File: config.mk
export PLATFORM = sky130hd
export DESIGN_NAME = wind_angle_circular_averager
export DESIGN_NICKNAME = d
export VERILOG_FILES = /design/src/wca_pkg.sv /design/src/wca_ctrl.sv /design/src/wca_datapath.sv /design/src/wind_angle_circular_averager.sv
export SDC_FILE = /design/constraint.sdc
export NUM_CORES = 2
export LEC_CHECK = 0
export BUFFER_PORTS_ARGS = -buffer_cell sky130_fd_sc_hd__buf_2
export CAP_MARGIN = 20
export CORE_ASPECT_RATIO = 1.1
export CORE_MARGIN = 2
export CORE_UTILIZATION = 45
export DETAILED_ROUTE_END_ITERATION = 16
export PLACE_DENSITY = 0.64
export SKIP_CTS_REPAIR_TIMING = 1
export SYNTH_ARGS = -nofsm -noshare
export SYNTH_HDL_FRONTEND = slang
export SYNTH_SLANG_ARGS = --single-unit
File: constraint.sdc
create_clock -name clk_i -period 30.9 [get_ports clk_i]
set_clock_uncertainty 0.2 [all_clocks]
set_input_delay 1.545 -clock clk_i [delete_from_list [all_inputs] [get_ports clk_i]]
set_output_delay 1.545 -clock clk_i [all_outputs]
set_load 0.005 [all_outputs]
File: src/wca_pkg.sv
// ----------------------------------------------------------------------------
// wca_pkg
// Shared types, widths and tables for the wind angle circular averager.
// ----------------------------------------------------------------------------
package wca_pkg;

  localparam int RING_DEPTH   = 20;
  localparam int TRIG_BITS    = 16;
  localparam int PTR_W        = $clog2(RING_DEPTH);
  localparam int SUM_W        = TRIG_BITS + $clog2(RING_DEPTH) + 1;
  localparam int CORDIC_STEPS = 24;
  localparam int STEP_W       = 5;
  localparam int XY_W         = 40;
  localparam int Z_W          = 26;
  localparam logic signed [XY_W-1:0] CORDIC_GAIN = XY_W'(652032874);

  // warning codes
  localparam logic [1:0] WARN_NONE  = 2'd0;
  localparam logic [1:0] WARN_CLOSE = 2'd1;
  localparam logic [1:0] WARN_DEAD  = 2'd2;

  // register indexes
  localparam logic [1:0] REG_OFFSET = 2'd0;
  localparam logic [1:0] REG_CLOSE  = 2'd1;
  localparam logic [1:0] REG_DEAD   = 2'd2;

  // commands from controller to datapath
  typedef struct packed {
    logic              load;
    logic              step;
    logic              ring_upd;
    logic              vec_init;
    logic              avg_calc;
    logic              out_load;
    logic [STEP_W-1:0] step_idx;
  } wca_cmd_t;

  // atan(2^-i) in degrees scaled by 2^16
  function automatic logic signed [Z_W-1:0] atan_deg(input logic [STEP_W-1:0] i);
    logic signed [Z_W-1:0] r;
    case (i)
      5'd0:    r = Z_W'(2949120);
      5'd1:    r = Z_W'(1740967);
      5'd2:    r = Z_W'(919879);
      5'd3:    r = Z_W'(466945);
      5'd4:    r = Z_W'(234379);
      5'd5:    r = Z_W'(117304);
      5'd6:    r = Z_W'(58666);
      5'd7:    r = Z_W'(29335);
      5'd8:    r = Z_W'(14668);
      5'd9:    r = Z_W'(7334);
      5'd10:   r = Z_W'(3667);
      5'd11:   r = Z_W'(1833);
      5'd12:   r = Z_W'(917);
      5'd13:   r = Z_W'(458);
      5'd14:   r = Z_W'(229);
      5'd15:   r = Z_W'(115);
      5'd16:   r = Z_W'(57);
      5'd17:   r = Z_W'(29);
      5'd18:   r = Z_W'(14);
      5'd19:   r = Z_W'(7);
      5'd20:   r = Z_W'(4);
      5'd21:   r = Z_W'(2);
      5'd22:   r = Z_W'(1);
      default: r = '0;
    endcase
    return r;
  endfunction

endpackage

File: src/wca_ctrl.sv
// ----------------------------------------------------------------------------
// wca_ctrl
// Sequencer: accepts an item, runs the shared cordic in rotation then
// vectoring mode, and hands the result to the output register.
// ----------------------------------------------------------------------------
module wca_ctrl (
  input  logic              clk_i,
  input  logic              rst_ni,
  input  logic              s_axis_tvalid,
  output logic              s_axis_tready,
  output logic              m_axis_tvalid,
  input  logic              m_axis_tready,
  output wca_pkg::wca_cmd_t cmd_o
);
  import wca_pkg::*;

  localparam logic [2:0] ST_IDLE  = 3'd0;
  localparam logic [2:0] ST_ROT   = 3'd1;
  localparam logic [2:0] ST_UPD   = 3'd2;
  localparam logic [2:0] ST_VINIT = 3'd3;
  localparam logic [2:0] ST_VEC   = 3'd4;
  localparam logic [2:0] ST_AVG   = 3'd5;
  localparam logic [2:0] ST_OUT   = 3'd6;

  localparam logic [STEP_W-1:0] LAST_STEP = STEP_W'(CORDIC_STEPS - 1);

  logic [2:0]        state_q, state_d;
  logic [STEP_W-1:0] cnt_q, cnt_d;
  logic              ovalid_q, ovalid_d;

  // next state and commands
  always_comb begin
    state_d = state_q;
    cnt_d   = cnt_q;
    cmd_o   = '0;
    cmd_o.step_idx = cnt_q;
    s_axis_tready  = 1'b0;
    case (state_q)
      ST_IDLE: begin
        s_axis_tready = 1'b1;
        if (s_axis_tvalid) begin
          cmd_o.load = 1'b1;
          cnt_d      = '0;
          state_d    = ST_ROT;
        end
      end
      ST_ROT: begin
        cmd_o.step = 1'b1;
        cnt_d      = cnt_q + 1'b1;
        if (cnt_q == LAST_STEP) state_d = ST_UPD;
      end
      ST_UPD: begin
        cmd_o.ring_upd = 1'b1;
        state_d        = ST_VINIT;
      end
      ST_VINIT: begin
        cmd_o.vec_init = 1'b1;
        cnt_d          = '0;
        state_d        = ST_VEC;
      end
      ST_VEC: begin
        cmd_o.step = 1'b1;
        cnt_d      = cnt_q + 1'b1;
        if (cnt_q == LAST_STEP) state_d = ST_AVG;
      end
      ST_AVG: begin
        cmd_o.avg_calc = 1'b1;
        state_d        = ST_OUT;
      end
      ST_OUT: begin
        if (!ovalid_q || m_axis_tready) begin
          cmd_o.out_load = 1'b1;
          state_d        = ST_IDLE;
        end
      end
      default: state_d = ST_IDLE;
    endcase
  end

  // output valid flag
  always_comb begin
    ovalid_d = ovalid_q;
    if (m_axis_tready) ovalid_d = 1'b0;
    if (cmd_o.out_load) ovalid_d = 1'b1;
  end

  assign m_axis_tvalid = ovalid_q;

  always_ff @(posedge clk_i or negedge rst_ni) begin
    if (!rst_ni) begin
      state_q  <= ST_IDLE;
      cnt_q    <= '0;
      ovalid_q <= 1'b0;
    end else begin
      state_q  <= state_d;
      cnt_q    <= cnt_d;
      ovalid_q <= ovalid_d;
    end
  end

endmodule

File: src/wca_datapath.sv
// ----------------------------------------------------------------------------
// wca_datapath
// Offset correction, shared cordic, sample ring with running sums, mean
// rounding, zone classification and the output register.
// ----------------------------------------------------------------------------
module wca_datapath (
  input  logic              clk_i,
  input  logic              rst_ni,
  input  wca_pkg::wca_cmd_t cmd_i,
  input  logic [8:0]        raw_angle_i,
  input  logic [8:0]        angle_offset_i,
  input  logic [7:0]        close_hauled_limit_i,
  input  logic [7:0]        dead_run_limit_i,
  output logic [8:0]        corrected_angle_o,
  output logic [8:0]        mean_angle_o,
  output logic [1:0]        warning_o
);
  import wca_pkg::*;

  // ring and sums
  logic signed [TRIG_BITS-1:0] sin_ring_q [RING_DEPTH];
  logic signed [TRIG_BITS-1:0] cos_ring_q [RING_DEPTH];
  logic [RING_DEPTH-1:0]       ring_vld_q;
  logic [PTR_W-1:0]            wpos_q;
  logic signed [SUM_W-1:0]     sin_sum_q, cos_sum_q;

  // cordic
  logic signed [XY_W-1:0] x_q, y_q;
  logic signed [Z_W-1:0]  z_q;
  logic                   vec_mode_q;
  logic                   zero_q;

  // per-item registers
  logic [8:0] ang_q;
  logic [1:0] quad_q;
  logic [8:0] avg_q;
  logic [8:0] out_corr_q, out_avg_q;
  logic [1:0] out_warn_q;

  // offset correction and quadrant split
  logic [9:0] asum, asum1;
  logic [8:0] ang, rem;
  logic [1:0] quad;

  always_comb begin
    asum  = {1'b0, raw_angle_i} + {1'b0, angle_offset_i};
    asum1 = (asum >= 10'd360) ? asum - 10'd360 : asum;
    ang   = (asum1 >= 10'd360) ? 9'(asum1 - 10'd360) : asum1[8:0];
    if (ang >= 9'd270) begin
      quad = 2'd3; rem = ang - 9'd270;
    end else if (ang >= 9'd180) begin
      quad = 2'd2; rem = ang - 9'd180;
    end else if (ang >= 9'd90) begin
      quad = 2'd1; rem = ang - 9'd90;
    end else begin
      quad = 2'd0; rem = ang;
    end
  end

  // one cordic micro-rotation
  logic signed [XY_W-1:0] dx, dy;
  logic signed [Z_W-1:0]  at;
  logic                   pos_dir;

  always_comb begin
    dx = y_q >>> cmd_i.step_idx;
    dy = x_q >>> cmd_i.step_idx;
    at = atan_deg(cmd_i.step_idx);
    pos_dir = vec_mode_q ? !(y_q > 0) : (z_q >= 0);
  end

  // quadrant mapping and rounding to trig format
  logic signed [XY_W-1:0]      sv_raw, cv_raw;
  logic signed [XY_W-1:0]      sv_rnd, cv_rnd;
  logic signed [TRIG_BITS-1:0] sv, cv;
  logic signed [TRIG_BITS-1:0] sin_old, cos_old;

  localparam logic signed [XY_W-1:0] RND_ADD = XY_W'(1) <<< (30 - TRIG_BITS);
  localparam logic signed [XY_W-1:0] Q_TOP   = (XY_W'(1) <<< (TRIG_BITS - 1)) - 1;
  localparam logic signed [XY_W-1:0] Q_BOT   = -(XY_W'(1) <<< (TRIG_BITS - 1));

  always_comb begin
    case (quad_q)
      2'd0:    begin sv_raw = y_q;  cv_raw = x_q;  end
      2'd1:    begin sv_raw = x_q;  cv_raw = -y_q; end
      2'd2:    begin sv_raw = -y_q; cv_raw = -x_q; end
      default: begin sv_raw = -x_q; cv_raw = y_q;  end
    endcase
    sv_rnd = (sv_raw + RND_ADD) >>> (31 - TRIG_BITS);
    cv_rnd = (cv_raw + RND_ADD) >>> (31 - TRIG_BITS);
    if (sv_rnd > Q_TOP)      sv = TRIG_BITS'(Q_TOP);
    else if (sv_rnd < Q_BOT) sv = TRIG_BITS'(Q_BOT);
    else                     sv = sv_rnd[TRIG_BITS-1:0];
    if (cv_rnd > Q_TOP)      cv = TRIG_BITS'(Q_TOP);
    else if (cv_rnd < Q_BOT) cv = TRIG_BITS'(Q_BOT);
    else                     cv = cv_rnd[TRIG_BITS-1:0];
    sin_old = ring_vld_q[wpos_q] ? sin_ring_q[wpos_q] : '0;
    cos_old = ring_vld_q[wpos_q] ? cos_ring_q[wpos_q] : '0;
  end

  // vector start from the sums
  logic signed [XY_W-1:0] sx_ext, sy_ext;

  always_comb begin
    sx_ext = XY_W'(cos_sum_q) <<< (31 - TRIG_BITS);
    sy_ext = XY_W'(sin_sum_q) <<< (31 - TRIG_BITS);
  end

  // mean angle rounding and wrap
  logic signed [Z_W-1:0] z_rnd;
  logic signed [10:0]    d;
  logic [8:0]            avg_d;

  always_comb begin
    z_rnd = (z_q + Z_W'(32768)) >>> 16;
    d     = z_rnd[10:0];
    if (d < 0)                avg_d = 9'(d + 11'sd360);
    else if (d >= 11'sd360)   avg_d = 9'(d - 11'sd360);
    else                      avg_d = d[8:0];
    if (zero_q) avg_d = '0;
  end

  // zone classification
  logic signed [10:0] a_s, cl_s, dr_s;
  logic [1:0]         warn;

  always_comb begin
    a_s  = {2'b00, avg_q};
    cl_s = {3'b000, close_hauled_limit_i};
    dr_s = {3'b000, dead_run_limit_i};
    if (a_s < cl_s || a_s > 11'sd360 - cl_s)                   warn = WARN_CLOSE;
    else if (a_s > 11'sd180 - dr_s && a_s < 11'sd180 + dr_s)  warn = WARN_DEAD;
    else                                                       warn = WARN_NONE;
  end

  // control state of the ring
  always_ff @(posedge clk_i or negedge rst_ni) begin
    if (!rst_ni) begin
      ring_vld_q <= '0;
      wpos_q     <= '0;
      sin_sum_q  <= '0;
      cos_sum_q  <= '0;
    end else if (cmd_i.ring_upd) begin
      ring_vld_q[wpos_q] <= 1'b1;
      wpos_q    <= (wpos_q == PTR_W'(RING_DEPTH - 1)) ? '0 : wpos_q + 1'b1;
      sin_sum_q <= sin_sum_q + SUM_W'(sv) - SUM_W'(sin_old);
      cos_sum_q <= cos_sum_q + SUM_W'(cv) - SUM_W'(cos_old);
    end
  end

  // ring entries
  always_ff @(posedge clk_i) begin
    if (cmd_i.ring_upd) begin
      sin_ring_q[wpos_q] <= sv;
      cos_ring_q[wpos_q] <= cv;
    end
  end

  // cordic registers and per-item payload
  always_ff @(posedge clk_i) begin
    if (cmd_i.load) begin
      ang_q      <= ang;
      quad_q     <= quad;
      x_q        <= CORDIC_GAIN;
      y_q        <= '0;
      z_q        <= Z_W'({rem, 16'h0000});
      vec_mode_q <= 1'b0;
    end else if (cmd_i.vec_init) begin
      vec_mode_q <= 1'b1;
      zero_q     <= (sin_sum_q == '0) && (cos_sum_q == '0);
      if (cos_sum_q < 0) begin
        x_q <= -sx_ext;
        y_q <= -sy_ext;
        z_q <= Z_W'(180 * 65536);
      end else begin
        x_q <= sx_ext;
        y_q <= sy_ext;
        z_q <= '0;
      end
    end else if (cmd_i.step) begin
      if (pos_dir) begin
        x_q <= x_q - dx;
        y_q <= y_q + dy;
        z_q <= z_q - at;
      end else begin
        x_q <= x_q + dx;
        y_q <= y_q - dy;
        z_q <= z_q + at;
      end
    end
    if (cmd_i.avg_calc) avg_q <= avg_d;
    if (cmd_i.out_load) begin
      out_corr_q <= ang_q;
      out_avg_q  <= avg_q;
      out_warn_q <= warn;
    end
  end

  assign corrected_angle_o = out_corr_q;
  assign mean_angle_o      = out_avg_q;
  assign warning_o         = out_warn_q;

endmodule

File: src/wind_angle_circular_averager.sv
// ----------------------------------------------------------------------------
// wind_angle_circular_averager
// Offset-corrects vane angles and reports their circular mean and a zone
// warning.
// ----------------------------------------------------------------------------
// Each item goes from acceptance to the output register through one shared
// cordic, which runs 24 iterations for sine and cosine and 24 more for the
// atan2 of the running sums, with steps between for ring update, vector
// set-up, mean rounding and classification. One item is worked at a time;
// the next is accepted only after the result has moved to the output
// register. While the output register still holds an item that is not
// taken, the finished result waits and the input stays closed. The sample
// ring needs no clearing pass after reset: per-entry valid bits make
// unwritten entries read as zero.
module wind_angle_circular_averager (
  input  logic        clk_i,
  input  logic        rst_ni,
  input  logic        s_axis_tvalid,
  output logic        s_axis_tready,
  input  logic [15:0] s_axis_tdata,   // raw_angle[8:0], zero pad
  output logic        m_axis_tvalid,
  input  logic        m_axis_tready,
  output logic [23:0] m_axis_tdata,   // corrected_angle[8:0], mean_angle[17:9],
                                      // warning[19:18], zero pad
  input  logic        psel,
  input  logic        penable,
  input  logic        pwrite,
  input  logic [3:0]  paddr,
  input  logic [31:0] pwdata,
  output logic [31:0] prdata,
  output logic        pready
);
  import wca_pkg::*;

  logic [8:0] offset_q;
  logic [7:0] close_q, dead_q;
  logic [1:0] reg_idx;
  wca_cmd_t   cmd;
  logic [8:0] corr, avg;
  logic [1:0] warn;

  assign pready  = 1'b1;
  assign reg_idx = paddr[3:2];

  // configuration registers
  always_ff @(posedge clk_i or negedge rst_ni) begin
    if (!rst_ni) begin
      offset_q <= 9'd1;
      close_q  <= 8'd30;
      dead_q   <= 8'd15;
    end else if (psel && penable && pwrite) begin
      case (reg_idx)
        REG_OFFSET: offset_q <= pwdata[8:0];
        REG_CLOSE:  close_q  <= pwdata[7:0];
        REG_DEAD:   dead_q   <= pwdata[7:0];
        default:    ;
      endcase
    end
  end

  // register readback
  always_comb begin
    case (reg_idx)
      REG_OFFSET: prdata = {23'b0, offset_q};
      REG_CLOSE:  prdata = {24'b0, close_q};
      REG_DEAD:   prdata = {24'b0, dead_q};
      default:    prdata = '0;
    endcase
  end

  wca_ctrl u_ctrl (
    .clk_i         (clk_i),
    .rst_ni        (rst_ni),
    .s_axis_tvalid (s_axis_tvalid),
    .s_axis_tready (s_axis_tready),
    .m_axis_tvalid (m_axis_tvalid),
    .m_axis_tready (m_axis_tready),
    .cmd_o         (cmd)
  );

  wca_datapath u_dp (
    .clk_i                (clk_i),
    .rst_ni               (rst_ni),
    .cmd_i                (cmd),
    .raw_angle_i          (s_axis_tdata[8:0]),
    .angle_offset_i       (offset_q),
    .close_hauled_limit_i (close_q),
    .dead_run_limit_i     (dead_q),
    .corrected_angle_o    (corr),
    .mean_angle_o         (avg),
    .warning_o            (warn)
  );

  assign m_axis_tdata = {4'b0000, warn, avg, corr};

endmodule
==> impl_metrics.ini <==
[die]
die_x_um = 343.7
start_util_pct = 45.21
floorplan.rows = 137
die-area_mm2 = 0.1298
die_y_um = 377.7
ios = 118
core_mm2 = 0.1263

[placement]
dpl_cell_area_mm2 = 0.05906
port_buffers = 57
place_ws_ps = 20380
dpl.hpwl_um = 103300
globalplace.congestion = 0.9748

[routing]
drt-initial-drc-count = 3724
wl_um = 152400
drcViolationCount = 0
firstDrtPassIters = 5
wl_per_cell_um = 22.50
vias = 41030
avgViaCountPerCell = 6.058
ant_nets = 0

[clocking]
clk_latency_ps = 710
clkSlewWorstSetupHoldPaths_ps = 60
cts_made_buffers = 95
tritoncts = yes
clk_path_buf_depth = 3
cts_num_sinks = 891
cts_root_buf = clkbuf_16
h-tree-depth = 3

[final_layout]
finalCoreUtilization_pct = 49.31
final_area_mm2 = 0.06229
drive_above_1_share_pct = 15.97
final_nets = 5356
syn2layout_area_growth_pct = 9.060
final_common_cell = edfxtp_1
num_antenna_cells = 0
mostFrequentLayoutCells = edfxtp_1 (690), o21ai_0 (380), nand2_1 (374), nor2_1 (294), mux4_2 (288)

[sta]
hold_viol = 0
worstMarginPinSlew_ps = 1112
fmax_ghz = 0.09265
fin_crit_sh_pct = 34.93
fin_ws_ps = 20110
slew_headroom_pct = 25.90
finalMaxSlewViolations = 0
rsz0062_at_grt = no
setup_tns_ps = 0
period_minus_slack_ps = 10790
setup_viol = 0

[global_routing]
grt_pass1_wl_um = 234700
grt_pass1_vias = 39440
grt_max_degree = 84
gr-total-overflow = 0
grt_util_all_layers_pct = 23.30
antenna_found_initial = 0

[yosys]
synth_top_area_share_pct = 36.28
ys_types = 99
synth_edf_count = 690
netlist_area_mm2 = 0.05712
ys.flop_type = edfxtp_1
avgSynthCellArea_um2 = 11.25
synth.area.top_cells = edfxtp_1 (36%), mux4_2 (11%), ha_1 (5.0%)
yosysSeqAreaShare_pct = 44.24
ys_warn_count = 0
async_flop_share_pct = 11.56
synth_top_cell_by_area = edfxtp_1
synth_cells = 5076
ys_ff_latch = 891

[critical_path]
crit_slowest_cell = nor4b_1
critPathKind = reg2reg
endpoint_kind = flip-flop
reg2reg_depth = 32
crit_required_ps = 31310
critical_path.startpoint_type = flip-flop
arrival_ps = 11210
max_stage_delay_ps = 820
worst-path-max-fanout = 21

[run]
drv_cap = 0

[hold_path]
whs_path_depth = 0
hp-class = reg2reg

[run_status]
status = finished, final reports clean
==> final cells by class <==
class,count,area (um2)
Clock buffer,123,2584
Clock inverter,56,618.1
Fill cell,11160,64040
Inverter,202,759.5
Multi-Input combinational cell,3674,29880
Sequential cell,891,25290
Tap cell,1668,2087
Timing Repair Buffer,158,1071
==> kinds of logic (layout without fill, tap and decap cells) <==
group / after synthesis / count (layout) / synth area share (%)
other: 2 / 28 / 0.01315
adder cells (fa/ha/maj): 275 / 275 / 6.629
multiplexers: 470 / 470 / 14.75
AND/OR/NAND/NOR: 1248 / 1248 / 10.55
XOR/XNOR: 404 / 404 / 6.208
AO/OA/AOI/OAI: 1249 / 1249 / 13.77
buffers and inverters: 537 / 539 / 3.847
flip-flops: 891 / 891 / 44.24
==> metal layers <==
metal | track usage, % | routed length, um
met5 | 0 | 0
met3 | 2.551 | 9178
met4 | 8.445 | 5238
met1 | 31.36 | 64130
met2 | 38.91 | 73850
==> per-stage QoR <==
stage	hold slack, ps	std cells
after floorplan	200.3	5102
after global placement	200.3	6587
after detailed placement	205.2	6590
after CTS	222.8	6769
after global routing	222.8	6772
final	220.3	6772
==> final timing paths <==
kind | start | to | slack, ps
hold reg to reg | u_dp.ang_q[1] | u_dp.corrected_angle_o[1] | 220
max in group asynchronous | rst_ni | u_dp.wpos_q[1] | 28400
setup reg to reg | u_dp.x_q[11] | u_dp.sin_sum_q[21] | 20110
hold / removal | u_dp.ang_q[1] | u_dp.corrected_angle_o[1] | 220
min in group asynchronous | rst_ni | u_dp.ring_vld_q[6] | 680
setup / recovery | u_dp.x_q[11] | u_dp.sin_sum_q[21] | 20110
==> registers in the layout (all words and copies together), names as in the netlist, 20 cells and up <==
name and cells:
u_dp.cos_sum_q 22, u_dp.cos_ring_q 320, u_dp.x_q 40, u_dp.ring_vld_q 20, u_dp.y_q 40, u_dp.sin_sum_q 22
u_dp.sin_ring_q 320, u_dp.z_q 26
==> synthesized netlist by cell type (all sizes together), types with 39 or more instances <==
cell	n
fa	46
or2	45
buf	109
o21a	49
xor2	141
a21o	56
ha	229
o31ai	49
xnor2	263
nand3	95
edfxtp	690
dfrtp	94
clkbuf	226
nor2b	45
o21ai	415
mux2	89
a22oi	58
and3	39
dfxtp	98
nand2	374
nor3	92
inv	196
a211oi	47
nor2	301
nand2b	75
mux2i	93
a21oi	281
mux4	288
==> worst max-delay path, delay by kind of cell (launching register included) <==
family	cells	cell delay, ps
adder cells (fa/ha/maj)	2	780
flip-flops	1	430
AND/OR/NAND/NOR	7	3130
buffers and inverters	2	520
AO/OA/AOI/OAI	17	4680
XOR/XNOR	2	290
multiplexers	2	650
Power is left out: the tool's default activity adds up to more than one toggle a clock period on the data nets, which glitch-free logic cannot reach.
